## config.mk

```make
export PLATFORM = sky130hd
export DESIGN_NAME = accel_step_counter_flat
export DESIGN_NICKNAME = d
export VERILOG_FILES = /design/src/hdl/asc_pkg.sv /design/src/hdl/asc_in_if.sv /design/src/hdl/asc_out_if.sv /design/src/hdl/asc_cfg_if.sv /design/src/hdl/asc_cfg.sv /design/src/hdl/asc_mul.sv /design/src/hdl/asc_sqrt.sv /design/src/hdl/accel_step_counter.sv /design/src/flat_wrapper.sv
export SDC_FILE = /design/constraint.sdc
export NUM_CORES = 2
export LEC_CHECK = 0
export BUFFER_PORTS_ARGS = -buffer_cell sky130_fd_sc_hd__buf_2
export CORE_ASPECT_RATIO = 1.4
export CORE_MARGIN = 5
export CORE_UTILIZATION = 50
export DETAILED_ROUTE_END_ITERATION = 8
export PLACE_DENSITY = 0.76
export SKIP_CTS_REPAIR_TIMING = 1
export SYNTH_ARGS = -nofsm -noshare
export SYNTH_HDL_FRONTEND = slang
export SYNTH_SLANG_ARGS = --single-unit
```

## constraint.sdc

```tcl
create_clock -name i_clk -period 11.8 [get_ports i_clk]
set_input_delay 2.36 -clock i_clk [delete_from_list [all_inputs] [get_ports i_clk]]
set_output_delay 2.36 -clock i_clk [all_outputs]
set_load 0.1 [all_outputs]
```

## src/hdl/asc_pkg.sv

```systemverilog
// Shared types and constants for the step counter.
`default_nettype none

package asc_pkg;

    // Configuration port geometry
    localparam int CFG_IDX_W  = 3;
    localparam int CFG_DATA_W = 32;

    // Register indexes
    localparam logic [CFG_IDX_W-1:0] REG_CLAMP_LIMIT      = 3'd0;
    localparam logic [CFG_IDX_W-1:0] REG_REST_THRESHOLD   = 3'd1;
    localparam logic [CFG_IDX_W-1:0] REG_ACTIVE_THRESHOLD = 3'd2;
    localparam logic [CFG_IDX_W-1:0] REG_MIN_MEAN_DEV     = 3'd3;
    localparam logic [CFG_IDX_W-1:0] REG_MIN_ACTIVE       = 3'd4;

    // Register reset values
    localparam logic [15:0] CLAMP_LIMIT_RST      = 16'd16384;
    localparam logic [31:0] REST_THRESHOLD_RST   = 32'd64424509;
    localparam logic [31:0] ACTIVE_THRESHOLD_RST = 32'd65095598;
    localparam logic [15:0] MIN_MEAN_DEV_RST     = 16'd1638;
    localparam logic [15:0] MIN_ACTIVE_RST       = 16'd45;

    // Operation codes on the sample channel
    localparam logic [1:0] OP_SAMPLE = 2'd0;
    localparam logic [1:0] OP_TOGGLE = 2'd1;
    localparam logic [1:0] OP_CLEAR  = 2'd2;

    // Run modes
    localparam logic [1:0] MODE_CLEARED  = 2'd0;
    localparam logic [1:0] MODE_COUNTING = 2'd1;
    localparam logic [1:0] MODE_PAUSED   = 2'd2;

    // Width of the saturating distance sum
    localparam int DIST_W = 34;

    typedef struct packed {
        logic [15:0] clamp_limit;
        logic [31:0] rest_threshold;
        logic [31:0] active_threshold;
        logic [15:0] min_mean_deviation;
        logic [15:0] min_active_samples;
    } t_cfg;

endpackage

`default_nettype wire

```

## src/hdl/asc_in_if.sv

```systemverilog
// Sample channel: operation code and three axis values.
`default_nettype none

interface asc_in_if;
    logic               valid;
    logic               ready;
    logic [1:0]         op;
    logic signed [15:0] accel_x;
    logic signed [15:0] accel_y;
    logic signed [15:0] accel_z;

    modport source (output valid, output op, output accel_x, output accel_y,
                    output accel_z, input ready);
    modport sink   (input valid, input op, input accel_x, input accel_y,
                    input accel_z, output ready);
endinterface

`default_nettype wire

```

## src/hdl/asc_out_if.sv

```systemverilog
// Result channel: step count, step flag and run mode.
`default_nettype none

interface asc_out_if;
    logic        valid;
    logic        ready;
    logic [15:0] steps;
    logic        step_seen;
    logic [1:0]  run_mode;

    modport source (output valid, output steps, output step_seen, output run_mode,
                    input ready);
    modport sink   (input valid, input steps, input step_seen, input run_mode,
                    output ready);
endinterface

`default_nettype wire

```

## src/hdl/asc_cfg_if.sv

```systemverilog
// Configuration write channel: register index and write data.
`default_nettype none

interface asc_cfg_if;
    logic                            valid;
    logic                            ready;
    logic [asc_pkg::CFG_IDX_W-1:0]   index;
    logic [asc_pkg::CFG_DATA_W-1:0]  data;

    modport source (output valid, output index, output data, input ready);
    modport sink   (input valid, input index, input data, output ready);
endinterface

`default_nettype wire

```

## src/hdl/asc_cfg.sv

```systemverilog
// Configuration register bank for the step counter.
`default_nettype none

module asc_cfg (
    input  wire logic          i_clk,
    input  wire logic          i_rst_n,
    asc_cfg_if.sink            i_cfg,
    output asc_pkg::t_cfg      o_cfg
);
    import asc_pkg::*;

    t_cfg r_cfg;

    assign i_cfg.ready = 1'b1;
    assign o_cfg       = r_cfg;

    always_ff @(posedge i_clk) begin
        if (!i_rst_n) begin
            r_cfg.clamp_limit        <= CLAMP_LIMIT_RST;
            r_cfg.rest_threshold     <= REST_THRESHOLD_RST;
            r_cfg.active_threshold   <= ACTIVE_THRESHOLD_RST;
            r_cfg.min_mean_deviation <= MIN_MEAN_DEV_RST;
            r_cfg.min_active_samples <= MIN_ACTIVE_RST;
        end else if (i_cfg.valid) begin
            case (i_cfg.index)
                REG_CLAMP_LIMIT:      r_cfg.clamp_limit        <= i_cfg.data[15:0];
                REG_REST_THRESHOLD:   r_cfg.rest_threshold     <= i_cfg.data;
                REG_ACTIVE_THRESHOLD: r_cfg.active_threshold   <= i_cfg.data;
                REG_MIN_MEAN_DEV:     r_cfg.min_mean_deviation <= i_cfg.data[15:0];
                REG_MIN_ACTIVE:       r_cfg.min_active_samples <= i_cfg.data[15:0];
                default: ;
            endcase
        end
    end

endmodule

`default_nettype wire

```

## src/hdl/asc_mul.sv

```systemverilog
// Shared unsigned multiplier with a registered product.
`default_nettype none

module asc_mul #(
    parameter int W = 17
) (
    input  wire logic           i_clk,
    input  wire logic [W-1:0]   i_a,
    input  wire logic [W-1:0]   i_b,
    output logic      [2*W-1:0] o_p
);

    always_ff @(posedge i_clk) begin
        o_p <= (2*W)'(i_a) * (2*W)'(i_b);
    end

endmodule

`default_nettype wire

```

## src/hdl/asc_sqrt.sv

```systemverilog
// Iterative floor square root, one root bit per cycle.
`default_nettype none

module asc_sqrt #(
    parameter int RADW = 36
) (
    input  wire logic                i_clk,
    input  wire logic                i_rst_n,
    input  wire logic                i_start,
    input  wire logic [RADW-1:0]     i_rad,
    output logic                     o_done,
    output logic      [RADW/2-1:0]   o_root
);
    localparam int ROOTW = RADW / 2;
    localparam int RW    = ROOTW + 2;
    localparam int CW    = $clog2(ROOTW + 1);

    logic [RADW-1:0]  r_rad;
    logic [RW-1:0]    r_rem;
    logic [ROOTW-1:0] r_root;
    logic [CW-1:0]    r_cnt;
    logic             r_busy;
    logic             r_done;

    logic [RW-1:0]    rem_sh;
    logic [RW-1:0]    trial;
    logic             fits;

    // Bring down the next two radicand bits and try a one in the root
    always_comb begin
        rem_sh = {r_rem[RW-3:0], r_rad[RADW-1:RADW-2]};
        trial  = {r_root, 2'b01};
        fits   = (rem_sh >= trial);
    end

    always_ff @(posedge i_clk) begin
        if (!i_rst_n) begin
            r_busy <= 1'b0;
            r_done <= 1'b0;
            r_cnt  <= '0;
        end else begin
            r_done <= 1'b0;
            if (i_start) begin
                r_busy <= 1'b1;
                r_cnt  <= CW'(ROOTW);
            end else if (r_busy) begin
                r_cnt <= r_cnt - 1'b1;
                if (r_cnt == CW'(1)) begin
                    r_busy <= 1'b0;
                    r_done <= 1'b1;
                end
            end
        end
    end

    always_ff @(posedge i_clk) begin
        if (i_start) begin
            r_rad  <= i_rad;
            r_rem  <= '0;
            r_root <= '0;
        end else if (r_busy) begin
            r_rad  <= {r_rad[RADW-3:0], 2'b00};
            r_rem  <= fits ? (rem_sh - trial) : rem_sh;
            r_root <= {r_root[ROOTW-2:0], fits};
        end
    end

    assign o_done = r_done;
    assign o_root = r_root;

endmodule

`default_nettype wire

```

## src/hdl/accel_step_counter.sv

```systemverilog
// Top level of the accelerometer step counter: sequencer and detector state.
//
// Channels: i_in takes one beat per event (op = sample, start/pause toggle
// or clear, with three signed axis values); o_out returns exactly one beat
// per accepted input beat with the step count, a step flag and the run mode.
// i_cfg writes one of five registers (clamp limit, rest and active
// thresholds on the squared magnitude, least mean deviation, least active
// sample count); it is always ready. The user must keep it written only
// between events; the block itself does not enforce this. A toggle,
// clear, paused or cleared sample, or an unused op code goes straight
// to the result state. A counted sample runs three squares of the held
// axes through the shared multiplier and a decision state; in a movement
// phase it then squares the three distances from the rest vector and
// runs the bit-serial square root. The end of a phase adds one multiply
// for the mean test. One event is in work at a time; i_in is ready only when idle.
// Reset clears the run mode, detector state and counters and loads the
// register defaults. A result that o_out does not take holds in the output
// register; the next event is still accepted and holds before its result.
`default_nettype none

module accel_step_counter #(
    parameter int SAMPLE_BITS = 16,
    parameter int COUNT_BITS  = 16
) (
    input  wire logic i_clk,
    input  wire logic i_rst_n,
    asc_in_if.sink    i_in,
    asc_out_if.source o_out,
    asc_cfg_if.sink   i_cfg
);
    import asc_pkg::*;

    localparam int SW   = SAMPLE_BITS;
    localparam int XW   = (SW > 16) ? SW : 16;          // axis compare width
    localparam int DW   = SW + 1;                        // axis difference
    localparam int MW0  = (DW > 16) ? DW : 16;
    localparam int MW   = (MW0 > COUNT_BITS) ? MW0 : COUNT_BITS;
    localparam int PW   = 2 * MW;                        // product width
    localparam int AW   = 2 * SW + 4;                    // sum of three squares
    localparam int TW   = (AW > 32) ? AW : 32;           // threshold compare
    localparam int RTW  = AW / 2;                        // root width
    localparam int CPW  = (PW > DIST_W) ? PW : DIST_W;   // mean test compare
    localparam int CNW  = (COUNT_BITS > 16) ? COUNT_BITS : 16;

    typedef enum logic [2:0] {
        S_IDLE,
        S_MAG,
        S_DECIDE,
        S_DIST,
        S_ROOT_GO,
        S_ROOT,
        S_MEAN,
        S_DONE
    } t_state;

    // The mean test has no tail state of its own: S_MEAN both issues and tests, told apart by r_chk
    t_cfg cfg;

    t_state                 r_state,       n_state;
    logic                   r_chk,         n_chk;
    logic [1:0]             r_k,           n_k;
    logic [AW-1:0]          r_acc,         n_acc;
    logic [1:0]             r_mode,        n_mode;
    logic                   r_moving,      n_moving;
    logic signed [SW-1:0]   r_raw  [3];
    logic signed [SW-1:0]   n_raw  [3];
    logic signed [SW-1:0]   r_held [3];
    logic signed [SW-1:0]   n_held [3];
    logic signed [SW-1:0]   r_rest [3];
    logic signed [SW-1:0]   n_rest [3];
    logic [COUNT_BITS-1:0]  r_cnt,         n_cnt;
    logic [DIST_W-1:0]      r_sum,         n_sum;
    logic [COUNT_BITS-1:0]  r_step_total,  n_step_total;
    logic                   r_step,        n_step;
    logic                   r_out_valid,   n_out_valid;
    logic [15:0]            r_out_steps,   n_out_steps;
    logic                   r_out_seen,    n_out_seen;
    logic [1:0]             r_out_mode,    n_out_mode;

    logic signed [SW-1:0]   in_raw   [3];
    logic [XW-1:0]          in_ext   [3];
    logic [SW-1:0]          held_mag [3];
    logic signed [DW-1:0]   diff     [3];
    logic [DW-1:0]          diff_mag [3];

    logic [MW-1:0]          mul_a, mul_b;
    logic [PW-1:0]          mul_p;
    logic                   sq_start;
    logic                   sq_done;
    logic [RTW-1:0]         sq_root;
    logic [DIST_W:0]        sum_ext;
    logic                   in_beat;

    asc_cfg u_cfg (
        .i_clk   (i_clk),
        .i_rst_n (i_rst_n),
        .i_cfg   (i_cfg),
        .o_cfg   (cfg)
    );

    asc_mul #(.W(MW)) u_mul (
        .i_clk (i_clk),
        .i_a   (mul_a),
        .i_b   (mul_b),
        .o_p   (mul_p)
    );

    asc_sqrt #(.RADW(AW)) u_sqrt (
        .i_clk   (i_clk),
        .i_rst_n (i_rst_n),
        .i_start (sq_start),
        .i_rad   (r_acc),
        .o_done  (sq_done),
        .o_root  (sq_root)
    );

    // Take the low SAMPLE_BITS of each axis as a signed value
    always_comb begin
        in_ext[0] = XW'($unsigned(i_in.accel_x));
        in_ext[1] = XW'($unsigned(i_in.accel_y));
        in_ext[2] = XW'($unsigned(i_in.accel_z));
        for (int k = 0; k < 3; k++) begin
            in_raw[k] = $signed(in_ext[k][SW-1:0]);
        end
    end

    // Per-axis magnitudes feeding the shared multiplier
    always_comb begin
        for (int k = 0; k < 3; k++) begin
            held_mag[k] = r_held[k][SW-1] ? $unsigned(-r_held[k]) : $unsigned(r_held[k]);
            diff[k]     = DW'(r_held[k]) - DW'(r_rest[k]);
            diff_mag[k] = diff[k][DW-1] ? $unsigned(-diff[k]) : $unsigned(diff[k]);
        end
    end

    // Multiplier operand select: squares of held axes, squares of distances,
    // or the mean threshold times the active sample count
    always_comb begin
        mul_a = '0;
        mul_b = '0;
        case (r_state)
            S_MAG: begin
                case (r_k)
                    2'd0:    mul_a = MW'(held_mag[0]);
                    2'd1:    mul_a = MW'(held_mag[1]);
                    2'd2:    mul_a = MW'(held_mag[2]);
                    default: mul_a = '0;
                endcase
                mul_b = mul_a;
            end
            S_DIST: begin
                case (r_k)
                    2'd0:    mul_a = MW'(diff_mag[0]);
                    2'd1:    mul_a = MW'(diff_mag[1]);
                    2'd2:    mul_a = MW'(diff_mag[2]);
                    default: mul_a = '0;
                endcase
                mul_b = mul_a;
            end
            S_MEAN: begin
                mul_a = MW'(cfg.min_mean_deviation);
                mul_b = MW'(r_cnt);
            end
            default: ;
        endcase
    end

    assign in_beat  = i_in.valid && (r_state == S_IDLE);
    assign sq_start = (r_state == S_ROOT_GO);
    assign sum_ext  = {1'b0, r_sum} + (DIST_W + 1)'(sq_root);

    always_comb begin
        n_state      = r_state;
        n_chk        = r_chk;
        n_k          = r_k;
        n_acc        = r_acc;
        n_mode       = r_mode;
        n_moving     = r_moving;
        n_raw        = r_raw;
        n_held       = r_held;
        n_rest       = r_rest;
        n_cnt        = r_cnt;
        n_sum        = r_sum;
        n_step_total = r_step_total;
        n_step       = r_step;
        n_out_valid  = r_out_valid;
        n_out_steps  = r_out_steps;
        n_out_seen   = r_out_seen;
        n_out_mode   = r_out_mode;

        // Drop the result beat once the receiver takes it
        if (r_out_valid && o_out.ready) begin
            n_out_valid = 1'b0;
        end

        case (r_state)
            S_IDLE: begin
                if (in_beat) begin
                    n_step  = 1'b0;
                    n_raw   = in_raw;
                    n_state = S_DONE;
                    case (i_in.op)
                        OP_TOGGLE: begin
                            n_mode = (r_mode == MODE_COUNTING) ? MODE_PAUSED : MODE_COUNTING;
                        end
                        OP_CLEAR: begin
                            n_mode       = MODE_CLEARED;
                            n_step_total = '0;
                        end
                        OP_SAMPLE: begin
                            if (r_mode == MODE_COUNTING) begin
                                // Hold an axis whose new value reaches the clamp limit
                                for (int k = 0; k < 3; k++) begin
                                    if ($signed(XW'(in_raw[k])) <
                                        $signed(XW'($signed(cfg.clamp_limit)))) begin
                                        n_held[k] = in_raw[k];
                                    end
                                end
                                n_k     = '0;
                                n_acc   = '0;
                                n_state = S_MAG;
                            end else if (r_mode == MODE_CLEARED) begin
                                n_step_total = '0;
                            end
                        end
                        default: ;
                    endcase
                end
            end

            S_MAG, S_DIST: begin
                // Issue one square per cycle, add the previous one
                if (r_k != 2'd0) begin
                    n_acc = r_acc + AW'(mul_p);
                end
                if (r_k == 2'd3) begin
                    n_state = (r_state == S_MAG) ? S_DECIDE : S_ROOT_GO;
                end else begin
                    n_k = r_k + 2'd1;
                end
            end

            S_DECIDE: begin
                n_state = S_DONE;
                if (!r_moving) begin
                    if (TW'(r_acc) < TW'(cfg.rest_threshold)) begin
                        n_rest = r_raw;
                    end else if (TW'(r_acc) >= TW'(cfg.active_threshold)) begin
                        n_moving = 1'b1;
                    end
                end else if (TW'(r_acc) >= TW'(cfg.active_threshold)) begin
                    n_k     = '0;
                    n_acc   = '0;
                    n_state = S_DIST;
                end else if (r_cnt != '0) begin
                    n_chk   = 1'b0;
                    n_state = S_MEAN;
                end else begin
                    n_cnt    = '0;
                    n_sum    = '0;
                    n_moving = 1'b0;
                end
            end

            S_ROOT_GO: begin
                n_state = S_ROOT;
            end

            S_ROOT: begin
                if (sq_done) begin
                    n_sum   = sum_ext[DIST_W] ? '1 : sum_ext[DIST_W-1:0];
                    n_cnt   = (r_cnt != '1) ? r_cnt + 1'b1 : r_cnt;
                    n_state = S_DONE;
                end
            end

            S_MEAN: begin
                // With r_chk low it issues the product; with r_chk set it tests the registered product
                if (!r_chk) begin
                    n_chk = 1'b1;
                end else begin
                    if ((CPW'(r_sum) >= CPW'(mul_p)) &&
                        (CNW'(r_cnt) >= CNW'(cfg.min_active_samples))) begin
                        n_step       = 1'b1;
                        n_step_total = (r_step_total != '1) ? r_step_total + 1'b1
                                                            : r_step_total;
                    end
                    n_cnt    = '0;
                    n_sum    = '0;
                    n_moving = 1'b0;
                    n_state  = S_DONE;
                end
            end

            S_DONE: begin
                // Hold until the output register is free
                if (!r_out_valid || o_out.ready) begin
                    n_out_valid = 1'b1;
                    n_out_steps = 16'(r_step_total);
                    n_out_seen  = r_step;
                    n_out_mode  = r_mode;
                    n_state     = S_IDLE;
                end
            end

            default: n_state = S_IDLE;
        endcase
    end

    always_ff @(posedge i_clk) begin
        if (!i_rst_n) begin
            r_state      <= S_IDLE;
            r_chk        <= 1'b0;
            r_k          <= '0;
            r_mode       <= MODE_CLEARED;
            r_moving     <= 1'b0;
            r_cnt        <= '0;
            r_sum        <= '0;
            r_step_total <= '0;
            r_step       <= 1'b0;
            r_out_valid  <= 1'b0;
            for (int k = 0; k < 3; k++) begin
                r_held[k] <= '0;
                r_rest[k] <= '0;
            end
        end else begin
            r_state      <= n_state;
            r_chk        <= n_chk;
            r_k          <= n_k;
            r_mode       <= n_mode;
            r_moving     <= n_moving;
            r_cnt        <= n_cnt;
            r_sum        <= n_sum;
            r_step_total <= n_step_total;
            r_step       <= n_step;
            r_out_valid  <= n_out_valid;
            r_held       <= n_held;
            r_rest       <= n_rest;
        end
        r_acc       <= n_acc;
        r_raw       <= n_raw;
        r_out_steps <= n_out_steps;
        r_out_seen  <= n_out_seen;
        r_out_mode  <= n_out_mode;
    end

    assign i_in.ready      = (r_state == S_IDLE);
    assign o_out.valid     = r_out_valid;
    assign o_out.steps     = r_out_steps;
    assign o_out.step_seen = r_out_seen;
    assign o_out.run_mode  = r_out_mode;

    // Phase accumulators are empty outside a movement phase
    a_idle_phase_empty: assert property (@(posedge i_clk) disable iff (!i_rst_n)
        !r_moving |-> (r_cnt == '0) && (r_sum == '0))
        else $error("phase accumulators not empty outside movement");

    // The root unit finishes only while the sequencer waits for it
    a_root_in_wait: assert property (@(posedge i_clk) disable iff (!i_rst_n)
        sq_done |-> (r_state == S_ROOT))
        else $error("square root finished outside its wait state");

    // A step is only reported in counting mode
    a_step_counting: assert property (@(posedge i_clk) disable iff (!i_rst_n)
        (o_out.valid && o_out.step_seen) |-> (o_out.run_mode == MODE_COUNTING))
        else $error("step reported while not counting");

    // The step total moves only on a passed mean test or a clear
    a_total_change: assert property (@(posedge i_clk) disable iff (!i_rst_n)
        (r_step_total != $past(r_step_total)) |->
            ((r_step_total == '0) || ($past(r_state) == S_MEAN)))
        else $error("step total changed outside a step or clear");

endmodule

`default_nettype wire
```

## src/flat_wrapper.sv

```systemverilog
// flat-port wrapper written by rule: the top's interface ports become plain ports
module accel_step_counter_flat import asc_pkg::*;
#(
    parameter int SAMPLE_BITS = 16,
    parameter int COUNT_BITS  = 16
)
  (i_clk, i_rst_n, i_in_valid, i_in_op, i_in_accel_x, i_in_accel_y, i_in_accel_z, i_in_ready, o_out_valid, o_out_steps, o_out_step_seen, o_out_run_mode, o_out_ready, i_cfg_valid, i_cfg_index, i_cfg_data, i_cfg_ready);
  asc_in_if i_in_i ();
  asc_out_if o_out_i ();
  asc_cfg_if i_cfg_i ();
  input  wire logic i_clk;
  input  wire logic i_rst_n;
  input wire logic [$bits(i_in_i.valid)-1:0] i_in_valid;
  input wire logic [$bits(i_in_i.op)-1:0] i_in_op;
  input wire logic [$bits(i_in_i.accel_x)-1:0] i_in_accel_x;
  input wire logic [$bits(i_in_i.accel_y)-1:0] i_in_accel_y;
  input wire logic [$bits(i_in_i.accel_z)-1:0] i_in_accel_z;
  output wire logic [$bits(i_in_i.ready)-1:0] i_in_ready;
  output wire logic [$bits(o_out_i.valid)-1:0] o_out_valid;
  output wire logic [$bits(o_out_i.steps)-1:0] o_out_steps;
  output wire logic [$bits(o_out_i.step_seen)-1:0] o_out_step_seen;
  output wire logic [$bits(o_out_i.run_mode)-1:0] o_out_run_mode;
  input wire logic [$bits(o_out_i.ready)-1:0] o_out_ready;
  input wire logic [$bits(i_cfg_i.valid)-1:0] i_cfg_valid;
  input wire logic [$bits(i_cfg_i.index)-1:0] i_cfg_index;
  input wire logic [$bits(i_cfg_i.data)-1:0] i_cfg_data;
  output wire logic [$bits(i_cfg_i.ready)-1:0] i_cfg_ready;
  assign i_in_i.valid = i_in_valid;
  assign i_in_i.op = i_in_op;
  assign i_in_i.accel_x = i_in_accel_x;
  assign i_in_i.accel_y = i_in_accel_y;
  assign i_in_i.accel_z = i_in_accel_z;
  assign i_in_ready = i_in_i.ready;
  assign o_out_valid = o_out_i.valid;
  assign o_out_steps = o_out_i.steps;
  assign o_out_step_seen = o_out_i.step_seen;
  assign o_out_run_mode = o_out_i.run_mode;
  assign o_out_i.ready = o_out_ready;
  assign i_cfg_i.valid = i_cfg_valid;
  assign i_cfg_i.index = i_cfg_index;
  assign i_cfg_i.data = i_cfg_data;
  assign i_cfg_ready = i_cfg_i.ready;
  accel_step_counter #(.SAMPLE_BITS(SAMPLE_BITS), .COUNT_BITS(COUNT_BITS)) u_core (.i_clk(i_clk), .i_rst_n(i_rst_n), .i_in(i_in_i), .o_out(o_out_i), .i_cfg(i_cfg_i));
endmodule
```

==> impl_metrics.tcl <==
set metrics [dict create \
    crit_slowest_cell "o311ai_0" \
    arrival_ps 10770 \
    critPathRequiredTime_ps 12290 \
    cts-root-buf "clkbuf_16" \
    async_reset_ff_share_pct 0 \
    die_y_um 350 \
    yosys_warnings 0 \
    r2r_start "u_core.r_held[16]" \
    dp_hpwl_um 96600 \
    initial_core_util_pct 50.5 \
    synthFlopType "dfxtp_1" \
    grt_use_total_pct 27.7 \
    ff_latch_area_mm2 0.0114 \
    final_util_pct 54.5 \
    clock.fmax_ghz 0.0973 \
    p_sw_mw 3.25 \
    tns_ps 0 \
    numCtsBuffers 54 \
    critPathKind "reg2reg" \
    slew-limit-headroom_pct 26.6 \
    path_clk_slew_ps 70 \
    grt_pass1_wl_um 196000 \
    syn_area_mm2 0.0413 \
    grt_max_degree 93 \
    clk_path_buf_depth 3 \
    whs_ps 454 \
    critPathMaxFanout 16 \
    max_cap_violations 0 \
    synth-seq-cells 501 \
    met3_usage_pct 3.95 \
    p_leak_nw 18.9 \
    vias 36000 \
    final_nets 5608 \
    worstMarginPinSlew_ps 1100 \
    reg2reg_slack_ps 1520 \
    total_power_mw 7.58 \
    cpMostUsedCell "fa_1" \
    synth_nets 5593 \
    critPathLaunchType "flop" \
    p_clk_share_pct 23.4 \
    cts.htree.levels 2 \
    critPathMaxStageDelay_ps 760 \
    drtIter0Drc 2809 \
    clock-sinks 501 \
    antenna_found_initial 1 \
    r2r-end "u_core.u_mul.o_p[33]" \
    rsz0062_at_grt "no" \
    internal_power_mw 4.33 \
    min_from "u_core.u_cfg.o_cfg[50]" \
    multiInputGateArea_mm2 0.0270 \
    r2r_cells 34 \
    min_period_ps 10280 \
    area_delta_synth_final_pct 8.07 \
    dr.pass1.iters 6 \
    drive_gt1_share_pct 6.61 \
    viasPerCell 5.99 \
    avgRoutedWirePerCell_um 20.9 \
    die_w_um 253 \
    endpoint_kind "flop" \
    num_rows 124 \
    place_congestion 0.997 \
    avgSynthCellArea_um2 8.49 \
    post-place-ws_ps 1680 \
    busiest_layer "met2" \
    status "complete, no violations" \
    min_path_cells 2 \
    ant_nets 0 \
    finClkSkew_ps 64.1 \
    peakVddDrop_uv 145 \
    setup_ws_ps 1520 \
    ioPinCount 112 \
    swShare_pct 42.8 \
    met2_usage_pct 47.9 \
    hold_path_class "reg2reg" \
    synth_cell_types 102 \
    setup_viol 0 \
    core_mm2 0.0819 \
    synth_edf_count 139 \
    cts_tree "built" \
    p_per_area_mw_per_mm2 170 \
    synthCells 4871 \
    wl_um 125000 \
    sequentialPowerShare_pct 31.7 \
    remaining_drc_errors 0 \
    grt.met1_usage_pct 31.7 \
    final_max_slew_viol_count 0 \
    portBuffers 110 \
    fillCellCount 7565 \
    overflow 0 \
    first_global_vias 35700 \
    clock_latency_ps 660 \
    die_area_mm2 0.0886 \
    yosysSeqAreaShare_pct 27.6 \
    min_period_over_period_pct 87.1 \
    hold_violations 0 \
    hold_end "u_core.u_cfg.o_cfg[50]" \
    p_comb_share_pct 44.8 \
]
[through the flow]
step	cells	area (um^2)
finish	6005	44700
global route	6004	44700
CTS	6003	44700
detailed placement	5901	42800
global placement	5901	42800
floorplan	4871	41300
[layout by cell type, fill, tap and decap left out, types with 38 or more instances in the layout]
master	synthesis	layout
a211oi_1	41	41
a21o_1	107	107
a21oi_1	348	346
and2_1	62	61
and3_1	56	56
buf_2	39	109
buf_4	6	56
clkbuf_16	0	54
dfxtp_1	362	361
edfxtp_1	139	139
fa_1	229	229
ha_1	403	403
inv_1	552	550
mux2i_1	117	117
nand2_1	751	751
nand2b_1	46	46
nand3_1	104	104
nand4_1	48	48
nor2_1	230	229
nor2b_1	51	50
nor3_1	67	67
o211ai_1	53	53
o21a_1	45	45
o21ai_0	194	193
o21ai_1	38	38
xnor2_1	125	125
xor2_1	62	62
[Yosys cell counts, types with 107 or more instances]
cell type  instances  area share [%]
a21o_1           107             1.9
a21oi_1          348             4.2
clkbuf_1         148             1.3
dfxtp_1          362              18
edfxtp_1         139              10
fa_1             229              11
ha_1             403              12
inv_1            552             5.0
mux2i_1          117             2.8
nand2_1          751             6.8
nor2_1           230             2.1
o21ai_0          194             2.3
xnor2_1          125             2.6
[state kept, by name (all words and copies together), names as in the netlist, 2 cells and up]
signal / flops
u_core.u_sqrt.r_rem: 18
u_core.r_k: 2
u_core.u_sqrt.r_cnt: 5
u_core.u_mul.o_p: 34
u_core.r_acc: 36
u_core.r_held: 48
u_core.r_state: 3
u_core.o_out.steps: 16
u_core.r_sum: 34
u_core.r_mode: 2
u_core.u_sqrt.o_root: 18
u_core.u_cfg.o_cfg: 112
u_core.o_out.run_mode: 2
u_core.r_cnt: 16
u_core.r_step_total: 16
u_core.r_raw: 48
u_core.r_rest: 48
u_core.u_sqrt.r_rad: 36
[layer usage]
layer | up-vias | wire, um | part of all wire [%]
li1 | 16800 | - | -
met3 | 500 | 8710 | 6.9
met5 | - | 0 | 0
met2 | 1503 | 59900 | 48
met4 | 0 | 10800 | 8.6
met1 | 17200 | 45900 | 37
[worst max-delay path by stage]
stage | startpoint | end | slack, ps | cells after the start
2_1_floorplan | u_core.r_held[32] | u_core.u_mul.o_p[25] | 2670 | 35
3_3_place_gp | u_core.r_held[16] | u_core.u_mul.o_p[25] | 1820 | 34
3_5_place_dp | u_core.r_held[16] | u_core.u_mul.o_p[33] | 1680 | 34
4_1_cts | u_core.r_held[16] | u_core.u_mul.o_p[33] | 1590 | 34
5_1_grt | u_core.r_held[16] | u_core.u_mul.o_p[25] | 990 | 34
6_report | u_core.r_held[16] | u_core.u_mul.o_p[33] | 1520 | 34
[power by group through the flow]
stage	logic (mW)	registers (mW)	clock network, mW
after floorplan	2.41	2.35	0
after global placement	3.28	2.43	0
after detailed placement	3.33	2.43	0
after CTS	3.36	2.40	1.80
after global routing	3.74	2.42	1.87
final	3.40	2.41	1.77
[cell families (layout without fill, tap and decap cells)]
kind of cell               Yosys count  in the layout  share of synthesized area, %
DFF                                501            501                          27.6
other                                1              3                       0.00907
and+or+nand+nor                   1539           1539                          17.2
muxes                              119            119                          2.89
AOI/OAI and AO/OA                 1131           1131                          17.9
adders and majority gates          632            632                          23.3
xor gates and xnor gates           187            187                          3.96
buffers and inverters              761            822                          7.14
[worst max-delay path, delay by kind of cell (launching register included)]
family	cells	cell delay (ps)
buffers and inverters	6	650
adder cells (fa/ha/maj)	9	4230
flip-flops	1	350
XOR/XNOR	1	140
AND/OR/NAND/NOR	9	1880
AO/OA/AOI/OAI	9	2860
[layout make-up]
cell class                      count  share of cell area, %
Timing Repair Buffer              166                   2.19
Antenna cell                        2                 0.0112
Tap cell                         1071                   3.00
Multi-Input combinational cell   3609                   60.5
Inverter                          554                   4.66
Clock inverter                     39                  0.952
Clock buffer                       63                   3.15
Sequential cell                   501                   25.6
No activity file was read; power rests on OpenSTA's default activity.
